## src/hw/rtl/e2e_profile5_check_defines.svh

```systemverilog
// assertion macros for the e2e profile 5 check, used in the eval stage
`ifndef E2E_PROFILE5_CHECK_DEFINES_SVH
`define E2E_PROFILE5_CHECK_DEFINES_SVH

// condition holds in the same cycle
`define E2E5_ASSERT_IMPL(label, ck, rn, pre, post, msg) \
  label: assert property (@(posedge ck) disable iff (!rn) (pre) |-> (post)) \
    else $error(msg);

// condition holds in the following cycle
`define E2E5_ASSERT_NEXT(label, ck, rn, pre, post, msg) \
  label: assert property (@(posedge ck) disable iff (!rn) (pre) |=> (post)) \
    else $error(msg);

`endif

```

## src/hw/rtl/e2e5_pkg.sv

```systemverilog
package e2e5_pkg;

  localparam logic [15:0] CRC_START = 16'hFFFF;
  localparam logic [15:0] CRC_POLY  = 16'h1021;
  localparam logic [9:0]  COUNT_MAX = 10'd1023;

  // configuration register indexes
  localparam logic [1:0] CFG_DATA_ID    = 2'd0;
  localparam logic [1:0] CFG_CRC_OFFSET = 2'd1;
  localparam logic [1:0] CFG_FRAME_LEN  = 2'd2;
  localparam logic [1:0] CFG_MAX_DELTA  = 2'd3;

  // profile status codes
  localparam logic [2:0] ST_OK        = 3'd0;
  localparam logic [2:0] ST_OK_LOST   = 3'd1;
  localparam logic [2:0] ST_REPEATED  = 3'd2;
  localparam logic [2:0] ST_WRONG_SEQ = 3'd3;
  localparam logic [2:0] ST_CRC_ERR   = 3'd4;
  localparam logic [2:0] ST_NO_DATA   = 3'd5;

  // generic mapped status codes
  localparam logic [2:0] MS_OK        = 3'd0;
  localparam logic [2:0] MS_REPEATED  = 3'd1;
  localparam logic [2:0] MS_WRONG_SEQ = 3'd2;
  localparam logic [2:0] MS_ERROR     = 3'd3;
  localparam logic [2:0] MS_NO_DATA   = 3'd4;

  // summary of one finished frame (or a no-data transaction)
  typedef struct packed {
    logic        no_data;
    logic        len_bad;
    logic [15:0] crc;
    logic [15:0] rx_crc;
    logic [7:0]  counter;
  } e2e5_frame_t;

  typedef struct packed {
    logic [2:0] status;
    logic       call_error;
    logic [2:0] mapped;
    logic [7:0] counter;
  } e2e5_result_t;

  // crc-16 ccitt, one byte, msb first
  function automatic logic [15:0] crc_byte(input logic [15:0] crc_in, input logic [7:0] b);
    logic [15:0] c;
    c = crc_in ^ {b, 8'h00};
    for (int i = 0; i < 8; i++) begin
      c = c[15] ? ({c[14:0], 1'b0} ^ CRC_POLY) : {c[14:0], 1'b0};
    end
    return c;
  endfunction

  function automatic logic [2:0] map_status(input logic [2:0] s);
    logic [2:0] m;
    unique case (s) inside
      ST_OK, ST_OK_LOST: m = MS_OK;
      ST_REPEATED:       m = MS_REPEATED;
      ST_WRONG_SEQ:      m = MS_WRONG_SEQ;
      ST_NO_DATA:        m = MS_NO_DATA;
      default:           m = MS_ERROR;
    endcase
    return m;
  endfunction

endpackage

```

## src/hw/rtl/e2e_profile5_check.sv

```systemverilog
// e2e profile 5 receive-side check
// input stream: one frame byte per transaction on in_tdata, in_tlast marks the
// final byte, in_tuser high means "no new data" (byte and last ignored, any
// partial frame is dropped). output stream: one status transaction per frame
// end or no-data transaction; bytes in the middle of a frame give none.
// throughput: one input transaction per cycle while in_tready is high, set by
// the bytewise crc update in the frame stage; the data id bytes are folded in
// over the two eval stages. a result reaches the output register by passing
// the input reg, the frame summary reg and the eval reg, in that order.
// a stalled out_tready holds the output register; the stages behind it keep
// taking frame bytes until three more finished frames wait behind it (eval,
// summary and input registers), then in_tready drops. config writes go
// straight to the registers and are meant for idle time.
// reset (rst_n low, synchronous) empties the pipeline, restores register
// defaults, last counter 255 and last status crc error.
module e2e_profile5_check #(
  parameter int MAX_FRAME_BYTES = 512
) (
  input  logic        clk,
  input  logic        rst_n,
  // input channel
  input  logic        in_tvalid,
  output logic        in_tready,
  input  logic [7:0]  in_tdata,   // [7:0] data_byte
  input  logic        in_tlast,   // last_byte
  input  logic        in_tuser,   // [0] no_new_data
  // result channel
  output logic        out_tvalid,
  input  logic        out_tready,
  output logic [15:0] out_tdata,  // [2:0] check_status, [3] call_error,
                                  // [6:4] mapped_status, [14:7] counter_seen, [15] zero
  // configuration write port
  input  logic        cfg_we,
  input  logic [1:0]  cfg_index,
  input  logic [15:0] cfg_wdata
);

  logic [15:0] data_id_r;
  logic [8:0]  crc_offset_r;
  logic [9:0]  frame_len_r;
  logic [6:0]  max_delta_r;

  logic                   sum_valid, sum_ready;
  e2e5_pkg::e2e5_frame_t  sum;
  e2e5_pkg::e2e5_result_t res;

  // configuration registers
  always_ff @(posedge clk) begin
    if (!rst_n) begin
      data_id_r    <= 16'd0;
      crc_offset_r <= 9'd0;
      frame_len_r  <= 10'd3;
      max_delta_r  <= 7'd1;
    end else if (cfg_we) begin
      unique case (cfg_index)
        e2e5_pkg::CFG_DATA_ID:    data_id_r    <= cfg_wdata;
        e2e5_pkg::CFG_CRC_OFFSET: crc_offset_r <= cfg_wdata[8:0];
        e2e5_pkg::CFG_FRAME_LEN:  frame_len_r  <= cfg_wdata[9:0];
        e2e5_pkg::CFG_MAX_DELTA:  max_delta_r  <= cfg_wdata[6:0];
        default:                  ;
      endcase
    end
  end

  // frame assembly: crc over payload, capture of crc and counter bytes
  e2e5_frame #(
    .MAX_FRAME_BYTES(MAX_FRAME_BYTES)
  ) u_frame (
    .clk        (clk),
    .rst_n      (rst_n),
    .in_valid   (in_tvalid),
    .in_ready   (in_tready),
    .in_byte    (in_tdata),
    .in_last    (in_tlast),
    .in_no_data (in_tuser),
    .crc_offset (crc_offset_r),
    .frame_len  (frame_len_r),
    .sum_valid  (sum_valid),
    .sum_ready  (sum_ready),
    .sum        (sum)
  );

  // data id, crc compare, counter check, status and output register
  e2e5_eval u_eval (
    .clk       (clk),
    .rst_n     (rst_n),
    .sum_valid (sum_valid),
    .sum_ready (sum_ready),
    .sum       (sum),
    .data_id   (data_id_r),
    .max_delta (max_delta_r),
    .res_valid (out_tvalid),
    .res_ready (out_tready),
    .res       (res)
  );

  assign out_tdata = {1'b0, res.counter, res.mapped, res.call_error, res.status};

endmodule

```

## src/hw/rtl/e2e5_frame.sv

```systemverilog
module e2e5_frame #(
  parameter int MAX_FRAME_BYTES = 512
) (
  input  logic                 clk,
  input  logic                 rst_n,
  input  logic                 in_valid,
  output logic                 in_ready,
  input  logic [7:0]           in_byte,
  input  logic                 in_last,
  input  logic                 in_no_data,
  input  logic [8:0]           crc_offset,
  input  logic [9:0]           frame_len,
  output logic                 sum_valid,
  input  logic                 sum_ready,
  output e2e5_pkg::e2e5_frame_t sum
);

  localparam int LEN_W = ($clog2(MAX_FRAME_BYTES + 1) > 11) ?
                         $clog2(MAX_FRAME_BYTES + 1) : 11;

  logic        s1_v_r;
  logic [7:0]  s1_byte_r;
  logic        s1_last_r;
  logic        s1_no_data_r;
  logic        sum_v_r;
  e2e5_pkg::e2e5_frame_t sum_r;

  logic [15:0] running_crc_r, running_crc_nxt;
  logic [9:0]  byte_count_r, byte_count_nxt;
  logic [15:0] rx_crc_r, rx_crc_nxt;
  logic [7:0]  counter_r, counter_nxt;

  logic        s1_res;
  logic        s1_fire;
  logic [9:0]  offset10;
  logic        hit_lo, hit_hi, hit_cnt;
  logic [LEN_W-1:0] len;
  logic        len_bad;

  assign s1_res   = s1_no_data_r | s1_last_r;
  assign s1_fire  = s1_v_r & (~s1_res | ~sum_v_r | sum_ready);
  assign in_ready = ~s1_v_r | s1_fire;

  assign offset10 = {1'b0, crc_offset};
  assign hit_lo   = (byte_count_r == offset10);
  assign hit_hi   = (byte_count_r == offset10 + 10'd1);
  assign hit_cnt  = (byte_count_r == offset10 + 10'd2);

  always_comb begin
    rx_crc_nxt      = rx_crc_r;
    counter_nxt     = counter_r;
    running_crc_nxt = running_crc_r;
    if (hit_lo) begin
      rx_crc_nxt[7:0] = s1_byte_r;
    end else if (hit_hi) begin
      rx_crc_nxt[15:8] = s1_byte_r;
    end else begin
      if (hit_cnt) begin
        counter_nxt = s1_byte_r;
      end
      running_crc_nxt = e2e5_pkg::crc_byte(running_crc_r, s1_byte_r);
    end
  end

  assign byte_count_nxt = (byte_count_r == e2e5_pkg::COUNT_MAX) ? byte_count_r :
                          byte_count_r + 10'd1;

  assign len     = LEN_W'(byte_count_r) + LEN_W'(1);
  assign len_bad = (len != LEN_W'(frame_len)) || (len > LEN_W'(MAX_FRAME_BYTES));

  always_ff @(posedge clk) begin
    if (!rst_n) begin
      s1_v_r        <= 1'b0;
      sum_v_r       <= 1'b0;
      running_crc_r <= e2e5_pkg::CRC_START;
      byte_count_r  <= '0;
      rx_crc_r      <= '0;
      counter_r     <= '0;
    end else begin
      if (in_ready) begin
        s1_v_r <= in_valid;
      end
      sum_v_r <= (s1_fire & s1_res) | (sum_v_r & ~sum_ready);
      if (s1_fire) begin
        if (s1_res) begin
          // frame done or dropped: start over
          running_crc_r <= e2e5_pkg::CRC_START;
          byte_count_r  <= '0;
          rx_crc_r      <= '0;
          counter_r     <= '0;
        end else begin
          running_crc_r <= running_crc_nxt;
          byte_count_r  <= byte_count_nxt;
          rx_crc_r      <= rx_crc_nxt;
          counter_r     <= counter_nxt;
        end
      end
    end
  end

  always_ff @(posedge clk) begin
    if (in_valid & in_ready) begin
      s1_byte_r    <= in_byte;
      s1_last_r    <= in_last;
      s1_no_data_r <= in_no_data;
    end
    if (s1_fire & s1_res) begin
      sum_r.no_data <= s1_no_data_r;
      sum_r.len_bad <= len_bad;
      sum_r.crc     <= running_crc_nxt;
      sum_r.rx_crc  <= rx_crc_nxt;
      sum_r.counter <= counter_nxt;
    end
  end

  assign sum_valid = sum_v_r;
  assign sum       = sum_r;

endmodule

```

## src/hw/rtl/e2e5_eval.sv

```systemverilog
`include "e2e_profile5_check_defines.svh"

module e2e5_eval (
  input  logic                  clk,
  input  logic                  rst_n,
  input  logic                  sum_valid,
  output logic                  sum_ready,
  input  e2e5_pkg::e2e5_frame_t sum,
  input  logic [15:0]           data_id,
  input  logic [6:0]            max_delta,
  output logic                  res_valid,
  input  logic                  res_ready,
  output e2e5_pkg::e2e5_result_t res
);

  logic                   mid_v_r;
  e2e5_pkg::e2e5_frame_t  mid_r;
  logic                   res_v_r;
  e2e5_pkg::e2e5_result_t res_r, res_nxt;
  logic [7:0]             last_counter_r, last_counter_nxt;
  logic [2:0]             last_status_r, last_status_nxt;

  logic       out_free, mid_free, mid_fire;
  logic [15:0] crc_fin;
  logic       crc_ok;
  logic [7:0] delta;
  logic [2:0] status;

  assign out_free  = ~res_v_r | res_ready;
  assign mid_fire  = mid_v_r & out_free;
  assign mid_free  = ~mid_v_r | out_free;
  assign sum_ready = mid_free;

  assign crc_fin = e2e5_pkg::crc_byte(mid_r.crc, data_id[15:8]);
  assign crc_ok  = (crc_fin == mid_r.rx_crc);
  assign delta   = mid_r.counter - last_counter_r;

  always_comb begin
    if (!crc_ok) begin
      status = e2e5_pkg::ST_CRC_ERR;
    end else if (delta[7] || (delta > {1'b0, max_delta})) begin
      status = e2e5_pkg::ST_WRONG_SEQ;
    end else if (delta == 8'd0) begin
      status = e2e5_pkg::ST_REPEATED;
    end else if (delta == 8'd1) begin
      status = e2e5_pkg::ST_OK;
    end else begin
      status = e2e5_pkg::ST_OK_LOST;
    end
  end

  always_comb begin
    last_counter_nxt = last_counter_r;
    last_status_nxt  = last_status_r;
    if (mid_r.no_data) begin
      res_nxt.status     = e2e5_pkg::ST_NO_DATA;
      res_nxt.call_error = 1'b0;
      res_nxt.mapped     = e2e5_pkg::MS_NO_DATA;
      res_nxt.counter    = 8'd0;
      last_status_nxt    = e2e5_pkg::ST_NO_DATA;
    end else if (mid_r.len_bad) begin
      res_nxt.status     = last_status_r;
      res_nxt.call_error = 1'b1;
      res_nxt.mapped     = e2e5_pkg::MS_ERROR;
      res_nxt.counter    = mid_r.counter;
    end else begin
      res_nxt.status     = status;
      res_nxt.call_error = 1'b0;
      res_nxt.mapped     = e2e5_pkg::map_status(status);
      res_nxt.counter    = mid_r.counter;
      last_status_nxt    = status;
      if (crc_ok) begin
        last_counter_nxt = mid_r.counter;
      end
    end
  end

  always_ff @(posedge clk) begin
    if (!rst_n) begin
      mid_v_r        <= 1'b0;
      res_v_r        <= 1'b0;
      last_counter_r <= 8'hFF;
      last_status_r  <= e2e5_pkg::ST_CRC_ERR;
    end else begin
      if (mid_free) begin
        mid_v_r <= sum_valid;
      end
      if (out_free) begin
        res_v_r <= mid_v_r;
      end
      if (mid_fire) begin
        last_counter_r <= last_counter_nxt;
        last_status_r  <= last_status_nxt;
      end
    end
  end

  always_ff @(posedge clk) begin
    if (sum_valid & mid_free) begin
      mid_r     <= sum;
      // low byte of the data id goes in here, high byte in the next stage
      mid_r.crc <= e2e5_pkg::crc_byte(sum.crc, data_id[7:0]);
    end
    if (mid_fire) begin
      res_r <= res_nxt;
    end
  end

  assign res_valid = res_v_r;
  assign res       = res_r;

  `E2E5_ASSERT_IMPL(a_call_err_map, clk, rst_n, res_v_r && res_r.call_error,
                    res_r.mapped == e2e5_pkg::MS_ERROR, "call error without error mapping")
  `E2E5_ASSERT_NEXT(a_counter_upd, clk, rst_n,
                    mid_fire && !mid_r.no_data && !mid_r.len_bad && crc_ok,
                    last_counter_r == $past(mid_r.counter), "counter not stored")
  `E2E5_ASSERT_NEXT(a_no_data_res, clk, rst_n, mid_fire && mid_r.no_data,
                    res_v_r && (res_r.status == e2e5_pkg::ST_NO_DATA) && (res_r.counter == 8'd0),
                    "no-data result malformed")
  `E2E5_ASSERT_NEXT(a_len_bad_hold, clk, rst_n, mid_fire && !mid_r.no_data && mid_r.len_bad,
                    $stable(last_counter_r) && $stable(last_status_r),
                    "wrong length changed state")

endmodule

```

## config.mk

```make
export PLATFORM = sky130hd
export DESIGN_NAME = e2e_profile5_check
export DESIGN_NICKNAME = d
export VERILOG_FILES = /design/src/hw/rtl/e2e5_pkg.sv /design/src/hw/rtl/e2e_profile5_check.sv /design/src/hw/rtl/e2e5_frame.sv /design/src/hw/rtl/e2e5_eval.sv
export VERILOG_INCLUDE_DIRS = /design/src /design/src/hw/rtl
export SDC_FILE = /design/constraint.sdc
export NUM_CORES = 1
export LEC_CHECK = 0
export ABC_AREA = 0
export BUFFER_PORTS_ARGS = -buffer_cell sky130_fd_sc_hd__buf_4
export CAP_MARGIN = 0
export CORE_ASPECT_RATIO = 0.7
export CORE_MARGIN = 2
export CORE_UTILIZATION = 40
export DETAILED_ROUTE_END_ITERATION = 6
export PLACE_DENSITY_LB_ADDON = 0.1
export SYNTH_ARGS = -nofsm -noshare
export SYNTH_HDL_FRONTEND = slang
export SYNTH_SLANG_ARGS = --single-unit
export TNS_END_PERCENT = 5
```

## constraint.sdc

```tcl
create_clock -name clk -period 4.1 [get_ports clk]
set_input_delay 0.205 -clock clk [delete_from_list [all_inputs] [get_ports clk]]
set_output_delay 0.205 -clock clk [all_outputs]
set_load 0.005 [all_outputs]
```

== After elaboration in Yosys (flattened, before gate mapping) ==
Cells that the tools add are included.

* Register bits: 216
* Input port bits: 33
* Output and inout port bits: 18

* $add $sub $neg: 5
* Magnitude comparators: 2
* Equal/unequal tests: 16
* Muxes and demuxes: 45
* Bitwise gates (word level): 48
* Reduce and logical (&&, ||, !) cells: 13

{| class="wikitable"
|+ Operators with widths
! kind !! count
|-
| 13-bit 2-to-1 mux || 24
|-
| 3-bit NOT || 24
|-
| 16-bit 2-to-1 mux || 4
|-
| 8-bit 2-to-1 mux || 7
|-
| 16-bit XOR || 3
|-
| 10-bit equality test || 2
|-
| 10-bit 2-to-1 mux || 2
|-
| 16-bit equality test || 1
|-
| 15-bit 2-to-1 mux || 1
|-
| 3-bit 2-to-1 mux || 5
|-
| 3-bit case mux with 4 select lines || 1
|-
| 2-bit AND reduction || 6
|-
| 10-bit by 1-bit adder with 11-bit output (second input constant) || 1
|-
| 11-bit by 10-bit > comparator with 1-bit output (second input constant) || 1
|-
| 11-bit by 10-bit inequality test with 1-bit output || 1
|-
| 10-bit by 1-bit adder with 10-bit output (second input constant) || 1
|-
| 9-bit by 1-bit adder with 10-bit output (second input constant) || 1
|-
| 9-bit by 2-bit adder with 10-bit output (second input constant) || 1
|-
| 10-bit equality test (second input constant) || 1
|-
| 10-bit by 9-bit equality test with 1-bit output || 1
|-
| 8-bit by 1-bit equality test with 1-bit output (second input constant) || 1
|-
| 8-bit by 7-bit > comparator with 1-bit output || 1
|-
| 8-bit zero test || 1
|-
| 1-bit NOT || 8
|-
| other kinds (15) || 30
|}

== Depth between registers and ports, before layout ==
Gate-level depths: netlist of run 1.

* Depth in word-level cells: 23
* Mapped depth: 14
* Mapped depth without buffers: 14

== Cells and area by module ==
A second synthesis of run 1 with hierarchy kept.

* Cell total of the unflattened synthesis: 875
* Area, all modules: 10,128.5 sq um

{| class="wikitable"
|+ Modules (own cells, without submodules)
! module !! instances !! cells each !! area an instance (sq um)
|-
| e2e5_frame || 1 || 426 || 4,938.5
|-
| e2e5_eval || 1 || 287 || 3,569.7
|-
| e2e_profile5_check || 1 || 162 || 1,620.3
|}

== Worst setup path after synthesis of run 1 ==
Ideal clock, no wire load.

* Path kind: reg2reg
* From: register u_eval.res_v_r, in the netlist u_eval.res_valid
* To: register u_eval.mid_r[0] (netlist name), enable pin
* Arrival: 3.570 ns
* Required time: 3.594 ns
* Slack: 0.025 ns
* Stages on the path, launching flop included: 3
* Clock period less this slack: 4.075 ns
* Path through: dfxtp_1 -> nor2b_1 -> a21boi_0

* Longest elaborated chain between the ends: 4

{| class="wikitable"
|+ RTL lines
! what !! line !! source
|-
| start: declaration || e2e5_eval.sv:18 || <nowiki>logic res_v_r;</nowiki>
|-
| start signal: assignment || e2e5_eval.sv:89 || <nowiki>res_v_r <= mid_v_r;</nowiki>
|-
| 1-bit NOT || e2e5_eval.sv:29 || <nowiki>assign out_free = ~res_v_r | res_ready;</nowiki>
|-
| 1-bit bitwise OR || e2e5_eval.sv:29 ||
|-
| 1-bit bitwise OR || e2e5_eval.sv:31 || <nowiki>assign mid_free = ~mid_v_r | out_free;</nowiki>
|-
| 1-bit AND || e2e5_eval.sv:99 || <nowiki>if (sum_valid & mid_free) begin</nowiki>
|-
| end signal: assignment || e2e5_eval.sv:100 || <nowiki>mid_r <= sum;</nowiki>
|-
| end: declaration || e2e5_eval.sv:17 || <nowiki>e2e5_pkg::e2e5_frame_t mid_r;</nowiki>
|}

No other way between the ends.
A chain may end at the register's enable or synchronous reset.

== Worst setup path in the final report of run 1 ==
* From: register u_eval.mid_r[1] (netlist name)
* To: register u_eval.res_r, in the netlist u_eval.res[13], data pin

* Longest elaborated chain between the ends: 6
* Elaborated cells on any way between the ends: 8

{| class="wikitable"
|+ RTL lines
! what !! line !! source
|-
| 8-bit subtractor * || e2e5_eval.sv:36 || <nowiki>assign delta = mid_r.counter - last_counter_r;</nowiki>
|-
| 8-bit by 7-bit > comparator with 1-bit output / 8-bit zero test (equally long branches) || e2e5_eval.sv:41, e2e5_eval.sv:43 ||
|-
| 1-bit logical OR / 3-bit 2-to-1 mux (equally long branches) || e2e5_eval.sv:41, e2e5_eval.sv:43 ||
|-
| 3-bit 2-to-1 mux * || e2e5_eval.sv:41 || <nowiki>end else if (delta[7] || (delta > {1'b0, max_delta})) begin</nowiki>
|-
| 3-bit 2-to-1 mux * || e2e5_eval.sv:39 || <nowiki>if (!crc_ok) begin</nowiki>
|-
| 15-bit 2-to-1 mux * || e2e5_eval.sv:61 || <nowiki>end else if (mid_r.len_bad) begin</nowiki>
|-
| end signal: assignment || e2e5_eval.sv:105 || <nowiki>res_r <= res_nxt;</nowiki>
|-
| end: declaration || e2e5_eval.sv:19 || <nowiki>e2e5_pkg::e2e5_result_t res_r, res_nxt;</nowiki>
|}

Every way passes the cells marked *; elsewhere a longest branch is shown, timed or not.

==> metrics.yaml, run 1 <==
drc: 0
maxCapViolCount: 0
drtIter0Drc: 508
antenna_cells: 0
fillers: 2285
area_growth_pct: 16.6
layout-drive-gt1-share: 0.157
netlist_instances: 976
criticalPathCategory: "flop to flop"
grt_pass1_wl_um: 39200
synth_ff_type: "edfxtp_1"
grt_setup_unrepaired: "no"
min_period_ps: 3570
ant_nets: 0
layout.nets: 1088
htreeDepth: 1
clk_pin_slew_ps: 60
grt_util_met2: 0.273
clk_latency_ps: 510
yosysMostFrequentCell: "nand2_1"
hold_viol: 0
numPortBuffers: 49
use_met3: 0.0248
grt.busiest_layer: "met1"
dr.pass1.iters: 5
async_reset_ff_frac: 0
end_kind: "flop"
ys_top_cells_by_area: "edfxtp_1, dfxtp_1, xnor2_1"
grt_pass1_vias: 6677
leakage_nw: 4.51
synth_common_cells: "nand2_1, edfxtp_1, dfxtp_1"
dp_hpwl_um: 17700
ys_seq_area_frac: 0.528
min_path_type: "primary input to flop"
ys_ff_latch: 216
row_count: 48
numCtsBuffers: 23
cts_sinks: 216
synth-edff-count: 109
root_buffer: "clkbuf_16"
synthesis.area_sq_mm: 0.0102
via_per_inst: 5.18
max_freq_mhz: 280
syn-num-nets: 1027
cts_resized: 0
num_vias: 7139
slew_headroom: 0.300
cts_tree: "built"
ys_types: 68
cp.arrival_ps: 3840
io_pins: 51
grt.overflow.total: 0
skew_ps: 7.91
fp.coreArea_sq_mm: 0.0249
fin_tns_setup_ps: 0
final_util: 0.479
die_w_um: 195
ir_drop_uv: 292
cts.path.max_buffers: 3
die_area_sq_mm: 0.0269
start_util: 0.411
finalSetupViolCount: 0
antenna_found_initial: 1
wl_per_cell_um: 18.2
grtUsageMet1: 0.300
outcome: "completed"
synth.avg_cell_area_sq_um: 10.5
track_usage: 0.188
worst_pin_slew_ps: 1050
die_h_um: 138
path_max_fanout: 5
final_max_slew_viol_count: 0
power.density_mw_per_mm2: 422
cp-start-kind: "flop"
cp.required_ps: 4370
grt_max_degree: 49
synth_top_area_share: 0.319
yosys.area.top_type: "edfxtp_1"
gp_congestion: 0.871
yosysWarnings: 0
finalCritPeriodShare: 0.872
drt-total-wl_um: 25200
-- where the power goes --
part	switching [mW]	leakage, nW	internal [mW]
clock network	0.859	0.359	1.15
registers	0.0677	1.87	2.38
logic	0.324	2.29	0.261
total	1.25	4.51	3.79
-- metal layers --
layer	share of wire	vias to the layer above
met3	0.041	25
met5	0	-
met4	0.013	0
met1	0.55	3376
met2	0.40	154
li1	-	3584
-- layout by cell type, fill, tap and decap left out, types with 26 or more instances in the layout --
cell type	instances
a21oi_1	56
buf_4	63
dfxtp_1	107
dlygate4sd3_1	27
edfxtp_1	109
inv_1	26
mux2_2	39
nand2_1	136
nor2_1	76
xnor2_1	73
xor2_1	40
-- state kept, by name, summed over array words and instances, names as in the netlist, 9 cells and up --
name                   count
frame_len_r               10
u_frame.running_crc_r     16
u_eval.mid_r              42
data_id_r                 16
crc_offset_r               9
u_frame.rx_crc_r          16
u_frame.byte_count_r      10
u_frame.sum               42
u_eval.res                15
-- area by class of cell --
type | instances | area, sq um | share of cell area
multi-input combinational | 679 | 4550 | 0.380
timing repair buffer | 90 | 743 | 0.0622
clock buffer | 30 | 664 | 0.0556
tap | 325 | 407 | 0.0340
sequential | 216 | 5420 | 0.453
clock inverter | 12 | 72.6 | 0.00607
inverter | 27 | 101 | 0.00848
-- what timing repair did --
item / CTS / global route
hold endpoints to repair: 52 / 0
setup buffers: 0 / 0
hold buffers: 27 / 0
-- worst max-delay path, stage by stage (launching register included) --
cell and delay [ps]:
edfxtp_1 460, ha_1 320, nor2b_1 130, o2111a_1 260, or3_1 360, and2_1 180
ha_1 290, a221oi_1 260, a21oi_1 100, o31a_1 320, or3_1 390, a31o_2 250
-- stage by stage --
step,instance area [sq um],total power [mW],setup slack [ps],cells,hold slack [ps]
2_1_floorplan,10200,2.86,24.5,976,304
3_3_place_gp,10900,3.05,578,1310,384
3_5_place_dp,10900,3.05,560,1310,384
4_1_cts,11900,5.10,546,1379,40.6
5_1_grt,11900,5.25,332,1379,76.2
6_report,11900,5.04,525,1379,59.8
-- cell families (layout without fill, tap and decap cells) --
group | Yosys count | count (layout) | synth area share
other | 1 | 1 | 0.000366
and+or+nand+nor | 312 | 312 | 0.139
adders and majority gates | 18 | 18 | 0.0227
buffers and inverters | 81 | 159 | 0.0306
DFF | 216 | 216 | 0.528
muxes | 64 | 64 | 0.0673
xor gates and xnor gates | 115 | 115 | 0.100
AOI/OAI and AO/OA | 169 | 169 | 0.111
-- path summary, 6_finish.rpt --
check                                startpoint               to  slack (ps)  cells after the start
worst max-delay path            u_eval.mid_r[1]   u_eval.res[13]         530                     11
worst min register to register   u_frame.sum[8]  u_eval.mid_r[8]         420                      0
worst max register to register  u_eval.mid_r[1]   u_eval.res[13]         530                     11
worst min-delay path                      rst_n   max_delta_r[0]          60                      2
Power figures use the tool's default switching activity.
==> run 2: changes to the inputs <==
Settings changed: SYNTH_HIERARCHICAL set to 1.
==> metrics.yaml, run 2 <==
drt-total-wl_um: 24700  # -1.6%
row_count: 48  # unchanged
maxCapViolCount: 0  # unchanged
end_kind: "flop"
synth-edff-count: 109  # unchanged
skew_ps: 12.2  # +4.31 ps
ys_types: 75  # +10%
root_buffer: "clkbuf_16"
fin_area_sq_mm: 0.0117  # -1.9%
cp.arrival_ps: 3600  # -240 ps
synthesis.area_sq_mm: 0.0101  # -1.2%
numPortBuffers: 49  # unchanged
drc: 0  # unchanged
clk_latency_ps: 510  # about the same
grt_pass1_wl_um: 38100  # -2.7%
cts_tree: "built"
path_max_fanout: 5  # unchanged
netlist_instances: 875  # -10%
clk_pin_slew_ps: 60  # about the same
antenna_cells: 0  # unchanged
gp_congestion: 0.859  # -1.4%
yosys.area.top_type: "edfxtp_1"
crit_buf_inv: 2  # +2
grt_setup_unrepaired: "no"
layout.nets: 992  # -8.8%
yosysWarnings: 6  # +6
worst_pin_slew_ps: 1050  # +0.157 ps
syn-num-nets: 926  # -9.8%
max_freq_mhz: 304  # +8.8%
cts_sinks: 216  # unchanged
min_path_cells: 3  # +1
yosysMostFrequentCell: "edfxtp_1"
cts_resized: 0  # unchanged
final_util: 0.474  # -0.00571
die_h_um: 137  # -0.57%
synth.avg_cell_area_sq_um: 11.6  # +10%
ys_seq_area_frac: 0.535  # +0.00627
cp_slowest_cell: "fa_1"
multi_input_area_sq_mm: 0.00442  # -2.8%
track_usage: 0.188  # -0.000933
grt_pass1_vias: 6302  # -5.6%
cts.path.max_buffers: 3  # unchanged
die_w_um: 194  # -0.58%
criticalPathCategory: "flop to flop"
ys_top_cells_by_area: "edfxtp_1, dfxtp_1, xnor2_1"
cp.depth: 14  # +3
seqCellArea_sq_mm: 0.00542  # unchanged
power.density_mw_per_mm2: 436  # +3.5%
drtIter0Drc: 435  # -14%
area_growth_pct: 15.7
fp.coreArea_sq_mm: 0.0247  # -0.72%
cp_top_family: "compound AO/OA/AOI/OAI gates"
synth_common_cells: "edfxtp_1, dfxtp_1, nand2_1"
dp_hpwl_um: 17500  # -1.3%
path_cells: "inv_1, ha_1, inv_1, fa_1, a21o_1, a21oi_1, xnor2_1, ha_1, nand4_1, a21oi_1, o21ai_0, a21oi_1, nor3_1, o41ai_2"
cp.required_ps: 4410  # +40 ps
final_cell_mix: "edfxtp_1, dfxtp_1, nand2_1, xnor2_1, buf_4"
synth_top_area_share: 0.323  # +0.00379
numCtsBuffers: 23  # unchanged
fillers: 2251  # -1.5%
leakage_nw: 4.44  # -1.6%
ant_nets: 0  # unchanged
async_reset_ff_frac: 0  # unchanged
wl_per_cell_um: 19.3  # +5.8%
via_per_inst: 5.17  # -0.22%
dr.pass1.iters: 5  # unchanged
max_stage_delay_ps: 410  # -50 ps
io_pins: 51  # unchanged
htreeDepth: 1  # unchanged
start_util: 0.409  # -0.00186
ys_ff_latch: 216  # unchanged
rr_worst_depth: 14  # +3
fin_tns_setup_ps: 0  # unchanged
finalCritPeriodShare: 0.801  # -0.0708
grt_max_degree: 56  # +14%
hold_viol: 0  # unchanged
final_common_cell: "edfxtp_1"
min_period_ps: 3280  # -290 ps
place_area_sq_mm: 0.0108  # -1.3%
layout-drive-gt1-share: 0.167  # +0.0106
finalPower_mw: 5.11  # +1.5%
cpMostUsedCell: "a21oi_1"
slew_headroom: 0.300  # +0.000915
cp-start-kind: "flop"
finalSetupViolCount: 0  # unchanged
antenna_found_initial: 0  # -1
die_area_sq_mm: 0.0266  # -1.1%
final_max_slew_viol_count: 0  # unchanged
num_vias: 6622  # -7.2%
min_path_type: "primary input to flop"
synth_ff_type: "edfxtp_1"
grt.overflow.total: 0  # unchanged
outcome: "completed"
ir_drop_uv: 279  # -4.3%
run 2: report_power, final:
| part | switching, mW | internal (mW) |
|---|---|---|
| registers | 0.0714 | 2.38 |
| clock network | 0.870 | 1.24 |
| logic | 0.303 | 0.251 |
run 2: final cells by class:
class	instances	area share
clock buffers	32	0.0554
clock inverters	9	0.00918
inverters	24	0.00769
multi-input cells	597	0.377
flip-flops and latches	216	0.462
well taps	325	0.0347
repair buffers	79	0.0542
run 2: cell families after synthesis:
family,count (synthesis),share of synthesized area
buffers and inverters,62,0.0301
AOI/OAI and AO/OA,117,0.0860
muxes,100,0.104
xor gates and xnor gates,118,0.104
DFF,216,0.535
and+or+nand+nor,243,0.118
adders and majority gates,18,0.0230
other,1,0.000370
run 2: per-stage QoR:
step                      cells  worst slack, ps  hold WS (ps)
after floorplan             875              526           281
after global placement     1224              950           385
after detailed placement   1224              905           384
after CTS                  1282              836          7.32
after global routing       1282              486          24.7
final                      1282              816          9.21
run 2: metal layers:
layer / part of all wire / GRT usage / wire [um]
met5: 0 / 0 / 0
met4: 0.014 / 0.0337 / 340
met3: 0.043 / 0.0254 / 1070
met2: 0.39 / 0.258 / 9740
met1: 0.55 / 0.308 / 13600
run 2: worst register-to-register path, stage by stage (launching register included):
cell	delay, ps
edfxtp_1	370
inv_1	110
ha_1	170
inv_1	50
fa_1	410
a21o_1	200
a21oi_1	210
xnor2_1	160
ha_1	330
nand4_1	110
a21oi_1	130
o21ai_0	110
a21oi_1	350
nor3_1	140
o41ai_2	240
run 2: what timing repair did:
item / CTS / global route
buffers inserted: 0 / 0
endpoints found under the hold margin: 18 / 0
hold buffers: 17 / 0
run 2: worst paths after layout:
kind | start | end | slack, ps
max | u_eval/mid_r[0] | u_eval/res[13] | 820
min reg2reg | u_frame/sum[15] | u_eval/mid_r[15] | 420
max reg2reg | u_eval/mid_r[0] | u_eval/res[13] | 820
min | cfg_wdata[12] | data_id_r[12] | 9
